<file path="src/bres_pkg.sv">
// shared constants and types for the byte range extent splitter
`default_nettype none

package bres_pkg;

	localparam int TABLE_DEPTH  = 16;
	localparam int OFFSET_WIDTH = 48;
	localparam int ID_W         = 64;
	localparam int CFG_W        = 5;
	localparam int END_W        = OFFSET_WIDTH + 1;
	localparam int IDX_W        = (TABLE_DEPTH > 1) ? $clog2(TABLE_DEPTH) : 1;
	localparam int N_W          = $clog2(TABLE_DEPTH + 1);
	localparam int ENTRY_W      = ID_W + 2 * OFFSET_WIDTH;

	localparam logic CMD_LOAD  = 1'b0;
	localparam logic CMD_SPLIT = 1'b1;

	localparam logic STATUS_FOUND     = 1'b0;
	localparam logic STATUS_NOT_FOUND = 1'b1;

	typedef struct packed {
		logic [IDX_W-1:0] seg_entry;
		logic [ID_W-1:0]  seg_block_id;
		logic [END_W-1:0] seg_start;
		logic [END_W-1:0] seg_end;
		logic             status;
		logic             last;
	} result_t;

endpackage

`default_nettype wire

</file>
<file path="src/bres_ram.sv">
// generic single write, single read ram with registered read data
`default_nettype none

module bres_ram #(
	parameter int DEPTH = 16,
	parameter int WIDTH = 160,
	parameter int AW    = (DEPTH > 1) ? $clog2(DEPTH) : 1
) (
	input  wire logic             clk,
	input  wire logic             we,
	input  wire logic [AW-1:0]    waddr,
	input  wire logic [WIDTH-1:0] wdata,
	input  wire logic [AW-1:0]    raddr,
	output logic      [WIDTH-1:0] rdata
);

	logic [WIDTH-1:0] mem [DEPTH];

	always_ff @(posedge clk) begin
		if (we) begin
			mem[waddr] <= wdata;
		end
		rdata <= mem[raddr];
	end

endmodule

`default_nettype wire

</file>
<file path="src/bres_scan.sv">
// scan sequencer: walks the extent table and builds segment results
`default_nettype none

module bres_scan (
	input  wire logic                              clk,
	input  wire logic                              arst_n,
	input  wire logic                              start,
	input  wire logic [bres_pkg::OFFSET_WIDTH-1:0] range_start,
	input  wire logic [bres_pkg::OFFSET_WIDTH-1:0] range_length,
	input  wire logic [bres_pkg::CFG_W-1:0]        count,
	output logic                                   idle,
	output logic      [bres_pkg::IDX_W-1:0]        rd_addr,
	input  wire logic [bres_pkg::ENTRY_W-1:0]      rd_data,
	output logic                                   res_valid,
	output bres_pkg::result_t                      res,
	input  wire logic                              res_take
);

	typedef enum logic [1:0] {
		ST_IDLE,
		ST_SCAN,
		ST_EMIT
	} state_t;

	state_t                        state_q;
	logic [bres_pkg::END_W-1:0]    pos_q;
	logic [bres_pkg::END_W-1:0]    rend_q;
	logic [bres_pkg::N_W-1:0]      n_q;
	logic [bres_pkg::N_W-1:0]      idx_q;
	logic                          vld_s1;
	logic [bres_pkg::IDX_W-1:0]    ent_s1;
	bres_pkg::result_t             res_q;

	logic [bres_pkg::N_W-1:0]          n_next;
	logic                              issue;
	logic [bres_pkg::ID_W-1:0]         rd_id;
	logic [bres_pkg::OFFSET_WIDTH-1:0] rd_start;
	logic [bres_pkg::OFFSET_WIDTH-1:0] rd_len;
	logic [bres_pkg::END_W-1:0]        ext_end;
	logic                              hit;
	logic                              done;
	logic [bres_pkg::END_W-1:0]        seg_end;
	logic                              last_ent;
	bres_pkg::result_t                 found_res;
	bres_pkg::result_t                 miss_res;

	always_comb begin
		n_next = (int'(count) > bres_pkg::TABLE_DEPTH) ?
			bres_pkg::N_W'(bres_pkg::TABLE_DEPTH) : bres_pkg::N_W'(count);
		issue    = (state_q == ST_SCAN) && (idx_q < n_q);
		rd_addr  = idx_q[bres_pkg::IDX_W-1:0];
		{rd_id, rd_start, rd_len} = rd_data;
		ext_end  = {1'b0, rd_start} + {1'b0, rd_len};
		hit      = (pos_q >= {1'b0, rd_start}) && (pos_q < ext_end);
		done     = (rend_q <= ext_end);
		seg_end  = (rend_q < ext_end) ? rend_q : ext_end;
		last_ent = (bres_pkg::N_W'(ent_s1) == (n_q - bres_pkg::N_W'(1)));

		found_res.seg_entry    = ent_s1;
		found_res.seg_block_id = rd_id;
		found_res.seg_start    = pos_q;
		found_res.seg_end      = seg_end;
		found_res.status       = bres_pkg::STATUS_FOUND;
		found_res.last         = done;

		miss_res.seg_entry    = '0;
		miss_res.seg_block_id = '0;
		miss_res.seg_start    = pos_q;
		miss_res.seg_end      = rend_q;
		miss_res.status       = bres_pkg::STATUS_NOT_FOUND;
		miss_res.last         = 1'b1;
	end

	always_ff @(posedge clk or negedge arst_n) begin
		if (!arst_n) begin
			state_q <= ST_IDLE;
			idx_q   <= '0;
			n_q     <= '0;
			vld_s1  <= 1'b0;
		end else begin
			case (state_q)
				ST_IDLE: begin
					vld_s1 <= 1'b0;
					if (start) begin
						pos_q  <= {1'b0, range_start};
						rend_q <= {1'b0, range_start} + {1'b0, range_length};
						n_q    <= n_next;
						idx_q  <= '0;
						if (n_next == '0) begin
							res_q.seg_entry    <= '0;
							res_q.seg_block_id <= '0;
							res_q.seg_start    <= {1'b0, range_start};
							res_q.seg_end      <= {1'b0, range_start} + {1'b0, range_length};
							res_q.status       <= bres_pkg::STATUS_NOT_FOUND;
							res_q.last         <= 1'b1;
							state_q            <= ST_EMIT;
						end else begin
							state_q <= ST_SCAN;
						end
					end
				end
				ST_SCAN: begin
					if (vld_s1 && hit) begin
						res_q   <= found_res;
						vld_s1  <= 1'b0;
						state_q <= ST_EMIT;
					end else if (vld_s1 && last_ent) begin
						res_q   <= miss_res;
						vld_s1  <= 1'b0;
						state_q <= ST_EMIT;
					end else begin
						vld_s1 <= issue;
						if (issue) begin
							ent_s1 <= rd_addr;
							idx_q  <= idx_q + bres_pkg::N_W'(1);
						end
					end
				end
				ST_EMIT: begin
					if (res_take) begin
						if (res_q.last) begin
							state_q <= ST_IDLE;
						end else begin
							pos_q   <= res_q.seg_end;
							idx_q   <= '0;
							vld_s1  <= 1'b0;
							state_q <= ST_SCAN;
						end
					end
				end
				default: begin
					state_q <= ST_IDLE;
				end
			endcase
		end
	end

	assign idle      = (state_q == ST_IDLE);
	assign res_valid = (state_q == ST_EMIT);
	assign res       = res_q;

endmodule

`default_nettype wire

</file>
<file path="src/byte_range_extent_splitter.sv">
// top level: extent table ram, scan sequencer, config register, output register
// load transaction: written straight into the table ram
// split transaction: each scan pass reads up to n entries, one per cycle, and each result is
//   then handed to the output register once it can take it (n = clamped extent_count)
// one request at a time; a new one is taken once the last result sits in the output register
// reset clears control state and extent_count; table contents are undefined until written
`default_nettype none

module byte_range_extent_splitter (
	input  wire logic                              clk,
	input  wire logic                              arst_n,
	input  wire logic                              in_valid,
	output logic                                   in_stall,
	input  wire logic                              cmd,
	input  wire logic [bres_pkg::IDX_W-1:0]        entry_index,
	input  wire logic [bres_pkg::ID_W-1:0]         entry_block_id,
	input  wire logic [bres_pkg::OFFSET_WIDTH-1:0] entry_start,
	input  wire logic [bres_pkg::OFFSET_WIDTH-1:0] entry_length,
	input  wire logic [bres_pkg::OFFSET_WIDTH-1:0] range_start,
	input  wire logic [bres_pkg::OFFSET_WIDTH-1:0] range_length,
	output logic                                   out_valid,
	input  wire logic                              out_stall,
	output logic      [bres_pkg::IDX_W-1:0]        seg_entry,
	output logic      [bres_pkg::ID_W-1:0]         seg_block_id,
	output logic      [bres_pkg::END_W-1:0]        seg_start,
	output logic      [bres_pkg::END_W-1:0]        seg_end,
	output logic                                   status,
	output logic                                   last,
	input  wire logic                              cfg_valid,
	output logic                                   cfg_ready,
	input  wire logic [bres_pkg::CFG_W-1:0]        cfg_data
);

	logic [bres_pkg::CFG_W-1:0]   extent_count_q;
	logic                         out_valid_q;
	bres_pkg::result_t            out_q;

	logic                         in_fire;
	logic                         load_we;
	logic                         scan_idle;
	logic [bres_pkg::IDX_W-1:0]   rd_addr;
	logic [bres_pkg::ENTRY_W-1:0] rd_data;
	logic                         res_valid;
	bres_pkg::result_t            res;
	logic                         res_take;

	assign in_stall  = !scan_idle;
	assign in_fire   = in_valid && !in_stall;
	assign load_we   = in_fire && (cmd == bres_pkg::CMD_LOAD) &&
		(int'(entry_index) < bres_pkg::TABLE_DEPTH);
	assign cfg_ready = 1'b1;
	assign res_take  = !out_valid_q || !out_stall;

	bres_ram #(
		.DEPTH(bres_pkg::TABLE_DEPTH),
		.WIDTH(bres_pkg::ENTRY_W),
		.AW   (bres_pkg::IDX_W)
	) u_ram (
		.clk  (clk),
		.we   (load_we),
		.waddr(entry_index),
		.wdata({entry_block_id, entry_start, entry_length}),
		.raddr(rd_addr),
		.rdata(rd_data)
	);

	bres_scan u_scan (
		.clk         (clk),
		.arst_n      (arst_n),
		.start       (in_fire && (cmd == bres_pkg::CMD_SPLIT)),
		.range_start (range_start),
		.range_length(range_length),
		.count       (extent_count_q),
		.idle        (scan_idle),
		.rd_addr     (rd_addr),
		.rd_data     (rd_data),
		.res_valid   (res_valid),
		.res         (res),
		.res_take    (res_take)
	);

	always_ff @(posedge clk or negedge arst_n) begin
		if (!arst_n) begin
			extent_count_q <= '0;
		end else if (cfg_valid && cfg_ready) begin
			extent_count_q <= cfg_data;
		end
	end

	always_ff @(posedge clk or negedge arst_n) begin
		if (!arst_n) begin
			out_valid_q <= 1'b0;
		end else if (res_take) begin
			out_valid_q <= res_valid;
		end
	end

	always_ff @(posedge clk) begin
		if (res_take && res_valid) begin
			out_q <= res;
		end
	end

	assign out_valid    = out_valid_q;
	assign seg_entry    = out_q.seg_entry;
	assign seg_block_id = out_q.seg_block_id;
	assign seg_start    = out_q.seg_start;
	assign seg_end      = out_q.seg_end;
	assign status       = out_q.status;
	assign last         = out_q.last;

endmodule

`default_nettype wire

</file>
<file path="config.mk">
export PLATFORM = sky130hd
export DESIGN_NAME = byte_range_extent_splitter
export DESIGN_NICKNAME = d
export VERILOG_FILES = /design/src/bres_pkg.sv /design/src/bres_ram.sv /design/src/bres_scan.sv /design/src/byte_range_extent_splitter.sv
export SDC_FILE = /design/constraint.sdc
export NUM_CORES = 2
export LEC_CHECK = 0
export BUFFER_PORTS_ARGS = -buffer_cell sky130_fd_sc_hd__buf_2
export CORE_ASPECT_RATIO = 1.75
export CORE_MARGIN = 4
export CORE_UTILIZATION = 56
export DETAILED_ROUTE_END_ITERATION = 10
export PLACE_DENSITY = 0.76
export SLEW_MARGIN = 0
export SYNTH_ARGS = -nofsm -noshare
export SYNTH_HDL_FRONTEND = slang
export SYNTH_SLANG_ARGS = --single-unit
export TNS_END_PERCENT = 20
</file>
<file path="constraint.sdc">
create_clock -name clk -period 13.95 [get_ports clk]
set_input_delay 4.185 -clock clk [delete_from_list [all_inputs] [get_ports clk]]
set_output_delay 4.185 -clock clk [all_outputs]
set_load 0.02 [all_outputs]
</file>
# Word-level counts from Yosys, hierarchy flattened
# Memory sizes are Yosys's and may differ from the RTL's. A register that Yosys moved wholly into a read port is not among the register bits.
# Index checks and enable logic that the tools add are counted.
# word_totals
wordCells,103
mem_bits_ro,0
latch_bits,0
in_bits,271
register_bits,457
n_memories,1
output_inout_bits,171
mem_bits_rw,2560
# mem_list
name,depth,word_bits,read_ports,rd_ports_with_merged_regs,write_ports,line_no,text
u_ram.mem,16,160,1,1,1,bres_ram.sv:17,logic [WIDTH-1:0] mem [DEPTH];
# classes
n_reduce_logical,25
mul,0
muxes,32
n_eq_ne,11
n_shift,0
div_mod_pow,0
magnitude_cmp,6
addsub,4
n_bitwise,3
# ops
operator,n
168-bit 2-to-1 mux,4
168-bit case mux with 2 select lines,1
49-bit 2-to-1 mux,4
48-bit by 48-bit adder with 49-bit output,2
49-bit < comparator,2
49-bit case mux with 2 select lines,1
49-bit by 48-bit greater-or-equal comparator with 1-bit output,1
49-bit less-or-equal comparator,1
5-bit 2-to-1 mux,7
5-bit case mux with 3 select lines,1
5-bit AND reduction,3
2-bit 2-to-1 mux,5
3-bit AND reduction,3
1-bit logical AND,8
2-bit by 1-bit != test with 1-bit output (second input constant),4
1-bit 2-to-1 mux,7
7-bit AND reduction,1
2-bit != test (second input constant),3
2-bit case mux with 3 select lines,1
5-bit by 1-bit adder with 5-bit output (second input constant),1
4-bit by 5-bit equality test with 1-bit output,1
5-bit greater-than comparator (second input constant),1
5-bit logical NOT,1
5-bit < comparator,1
12 further kinds,17

# Longest topological paths before layout
# logic_depth
ltp_word,6
ltp_mapped,26

# Cells and area by module
# A second synthesis with hierarchy kept.
# unflattened
hier_cells,6407
hier_area_um2,125191.3
# modules_own_cells
mod,area_per_inst_um2,seq_area_each_um2,cells_each,instances
bres_ram,99300.2,80076.8,4191,1
bres_scan,20591.0,8433.1,2029,1
byte_range_extent_splitter,5300.1,5195.0,187,1

# Worst setup path after synthesis
# Ideal clock, no wire load.
# synth_timing
kind,input-to-reg
start,input cmd
end,memory u_ram.mem[0][0] (enable)
arrival_ns,15.543
path_stages,3
n_path_buf,0
required_ns,13.072
setup_time_ns,0.878
path_slack_ns,-2.471
cell_sequence,nand3b_1 -> or3_1 -> nor3_1
# synth_via
elab_chain_cells,4
# synth_lines
element,line_no,text
start: declaration,byte_range_extent_splitter.sv:14,"input wire logic cmd,"
1-bit inverter,byte_range_extent_splitter.sv:49,assign load_we = in_fire && (cmd == bres_pkg::CMD_LOAD) &&
1-bit logical AND,byte_range_extent_splitter.sv:49,
1-bit 2-to-1 mux,bres_ram.sv:20,if (we) begin
1-bit 2-to-1 mux (not written as such),bres_ram.sv:21,mem[waddr] <= wdata;
end: declaration,bres_ram.sv:17,
# Every way passes these cells.

# Final worst setup path
# layout_timing
start,register u_ram.rdata[17] (read register of u_ram.mem)
end,register u_scan.res_q (netlist bit u_scan.res[112]) (enable)
# layout_via
elab_chain_cells,6
# layout_lines
element,line_no,text
start: declaration,bres_ram.sv:14,output logic [WIDTH-1:0] rdata
48-bit by 48-bit adder with 49-bit output,bres_scan.sv:53,"ext_end = {1'b0, rd_start} + {1'b0, rd_len};"
49-bit < comparator,bres_scan.sv:54,"hit = (pos_q >= {1'b0, rd_start}) && (pos_q < ext_end);"
1-bit logical AND,bres_scan.sv:54,
1-bit logical AND,bres_scan.sv:103,if (vld_s1 && hit) begin
3-bit != test (no line),--,
5-bit AND reduction (no line),--,
end signal: assignment,bres_scan.sv:104,res_q <= found_res;
end signal: assignment,bres_scan.sv:108,res_q <= miss_res;
end: declaration,bres_scan.sv:32,bres_pkg::result_t res_q;
# Every way passes these cells.
# A chain may end at the register's enable or synchronous reset.

==> reports/metrics.csv <==
metric,value,unit
Final Hold Fails,0,
Pint,18.7,mW
vias in the first global route,71000,
"leading cell type in the layout, fill and taps excluded",edfxtp_1,
fin crit share,0.630,
Final Critical Period,8.79,ns
status,"complete, no violations",
RSZ-0062 raised after global routing,no,
Fmax,114,MHz
Critical Path Start,u_ram.rdata[17]$_DFF_P_,
Slew @ Worst Pin,1.26,ns
Final HPWL DP,175000,µm
core area,224000,µm²
Synth Area in Simple Gates,0.0333,
combinational family with the most area after synthesis,multiplexers,
Fin Setup TNS,0,ns
max-slew violations,0,
critical path type,flop to flop,
switch share,0.315,
Vias per Instance,6.43,
largest net degree at the start of global routing,175,
postcts setup bufs,0,
Iteration-0 DRC Markers,7309,
I/O pins,442,
Post-synth ARST share,0.00598,
Pleak,48.1,nW
Final nets,8225,
dominant synthesized flop cell,edfxtp_1,
starting density of the core,0.563,
Routability Congestion,0.977,
CTS tree,done,
Synth Cell Area,126000,µm²
layout cells sized above 1,0.193,
DIE AREA,233000,µm²
CTS Buf Count,280,
row count,230,
reg2reg start,u_ram.rdata[17]$_DFF_P_,
Combinational Power Share,0.295,
post-cts resize count,0,
clk sinks,3177,
number of setup violations in the final report,0,
DP Area,132000,µm²
Post-synth EDFFs,2998,
Ys Warns,0,
Wirelength per Cell,29.0,µm
Die H,636,µm
syn avg cell area,17.5,µm²
Critical Path AT,9.25,ns
H-tree levels,5,
Clock Power Share,0.287,
slowest CP cell,buf_4,
Crit path required time,14.40,ns
final core utilization,0.629,
CP most frequent cell,a21oi_1,
crit-path max cell delay,0.76,ns
post-route cell area,141000,µm²
crit start category,flop,
Synth Area in XOR/XNOR,0.00644,
"Reg clk slew, reported paths",0.06,ns
Synth Net Count,7743,
Post-Synthesis Cells,7225,
DRC viols,0,
first-pass GRT wire length,463000,µm
clock buffer depth,4,
post-synthesis register bit count,3177,
final wirelength,315000,µm
Synth cell types,84,
worst path cell trace,ha_1 > a21oi_1 > a21boi_0 > a311oi_1 > nand3_1 > o211ai_1 > o21ai_1 > or3_1 > a31oi_1 > xor2_1 > ha_1 > o21ai_0 > o21ai_0 > o211ai_1 > a21oi_1 > a2111oi_0 > o21ai_1 > nor2_1 > a21oi_1 > and2_1 > a221oi_1 > and2_4 > buf_4 > buf_4,
MaxCap Viol Count,0,
CP max FO,54,
Clock Skew,0.0717,ns
post-synthesis mux area share,0.114,
P&R area growth vs syn,11.8,%
detailed-route via count,69900,
Net Sw Power,8.60,mW
Cell Pwr Density,193,nW/µm²
clock root cell,clkbuf_16,
worst rel slew slack,0.159,
initial antenna violation count,102,
most frequent cells in the layout,"edfxtp_1 (2998), nand2_1 (541), mux2i_1 (485)",
Synth Area in Compound Gates,0.0664,
hold_sp,u_scan.res[139]$_SDFFCE_PN0P_,
drt pass-1 iters,6,
Final Non-Filler Cells,10900,
Tot GR Track Use,0.266,
Clock Latency Late Sink,0.87,ns
Final ANT Viol Nets,0,
"Seq/Total Area, Yosys",0.742,
sequential power share,0.419,
CTS Hold Buffers Added,0,
Max VDD drop,149,µV
hold crit path type,flop to flop,
IO buf count,440,
post-synthesis adder-cell area fraction,0.0247,
crit path capture type,flop,
Overflow after GRT,0,
placed cell count,10300,
Chip Width,367,µm
-- synthesized netlist by cell type (6+ instances only) --
cell type     n  area (µm²)
nand2b_1     18         113
nor2_1      109         409
o31ai_1      46         345
o31a_1        8        70.1
a21oi_1     295        1480
and4_1        8        70.1
nand2_1     543        2040
clkbuf_1    270        1010
xnor2_1      57         499
dfxtp_1     160        3200
a2111oi_0     6        52.6
nor3_1       22         110
nor2b_1      17         106
a221oi_1    165        1450
inv_1        94         353
a31oi_1      16         100
buf_1        59         221
xor2_1       34         298
edfxtp_1   2998       90000
o21ai_0     438        2190
nand3_1      49         245
a22oi_1     161        1210
nand4_1      38         238
a21boi_0      7        52.6
o21bai_1     26         195
mux2i_1     485        4850
ha_1        245        3070
mux4_2      320        7210
and2_1       84         526
o21ai_1      24         120
o211ai_1     13        97.6
a211oi_1     17         128
mux2_2      204        2300
dfrtp_1      19         475
and3_1       16         100
o21a_1       19         143
nand3b_1      6        45.0
a21o_1       45         338
-- worst max-delay path, delay by kind of cell (launching register included) --
kind | cells | cell delay [ns]
simple gates | 5 | 1.89
xor+xnor | 1 | 0.29
flops | 1 | 0.31
buf+inv | 2 | 1.37
compound gates | 14 | 3.68
fa+ha+maj | 2 | 0.65
-- routing by layer --
metal,vias up,share of wire,GRT usage
met5,-,0.0016,0
met4,74,0.039,0.103
met3,699,0.086,0.0493
met2,3472,0.50,0.448
met1,35800,0.37,0.347
li1,29800,-,-
-- through the flow --
step | total power [mW] | setup slack, ns | hold WS, ns
finish | 27.3 | 5.16 | 0.391
global route | 28.6 | 4.79 | 0.402
CTS | 27.4 | 5.20 | 0.399
global placement | 19.5 | 5.33 | 0.401
detailed placement | 19.6 | 5.23 | 0.405
floorplan | 17.3 | -2.29 | 0.400
-- sequential cells by signal, indices dropped and copies added, names as in the netlist, 5 cells and up --
signal          count
u_scan.res        168
u_ram.mem        2560
extent_count_q      5
seg_end            49
u_scan.n_q          5
u_ram.rdata       160
u_scan.idx_q        5
seg_block_id       64
seg_start          49
u_scan.rend_q      49
u_scan.pos_q       49
-- final timing paths --
kind                       slack, ns                       endpoint  cells past startpoint
setup / recovery                5.16  u_scan.res[112]$_SDFFCE_PN0P_                     24
hold / removal                  0.39     seg_block_id[39]$_DFFE_PP_                      0
setup reg to reg                5.16  u_scan.res[112]$_SDFFCE_PN0P_                     24
hold reg to reg                 0.39     seg_block_id[39]$_DFFE_PP_                      0
max in group asynchronous      10.28    u_scan.idx_q[3]$_DFFE_PN0P_                      1
min in group asynchronous       3.29    u_scan.idx_q[1]$_DFFE_PN0P_                      1
-- logic make-up after synthesis --
group                      count (synthesis)
DFF                                     3177
AOI/OAI and AO/OA                       1324
muxes                                   1009
and+or+nand+nor                          935
buffers and inverters                    439
adders and majority gates                248
xor gates and xnor gates                  92
other                                      1
-- power by group through the flow --
stage               Combinational [mW]  Sequential, mW  Clock (mW)
detailed placement                8.00            11.6           0
CTS                               8.05            11.4        7.93
global route                      8.77            11.5        8.34
global placement                  7.85            11.6           0
finish                            8.05            11.4        7.82
floorplan                         5.68            11.6           0
-- cell type report --
type                            count  area (µm²)
Tap cell                         2900        3630
Inverter                           96         360
Timing Repair Buffer              543        3160
Antenna cell                       47         118
Multi-Input combinational cell   3609       31100
Clock buffer                      365        7770
Clock inverter                    133        1410
Fill cell                       15300       83200
Sequential cell                  3177       93700
Note: power is estimated with default switching activity, not from simulation.
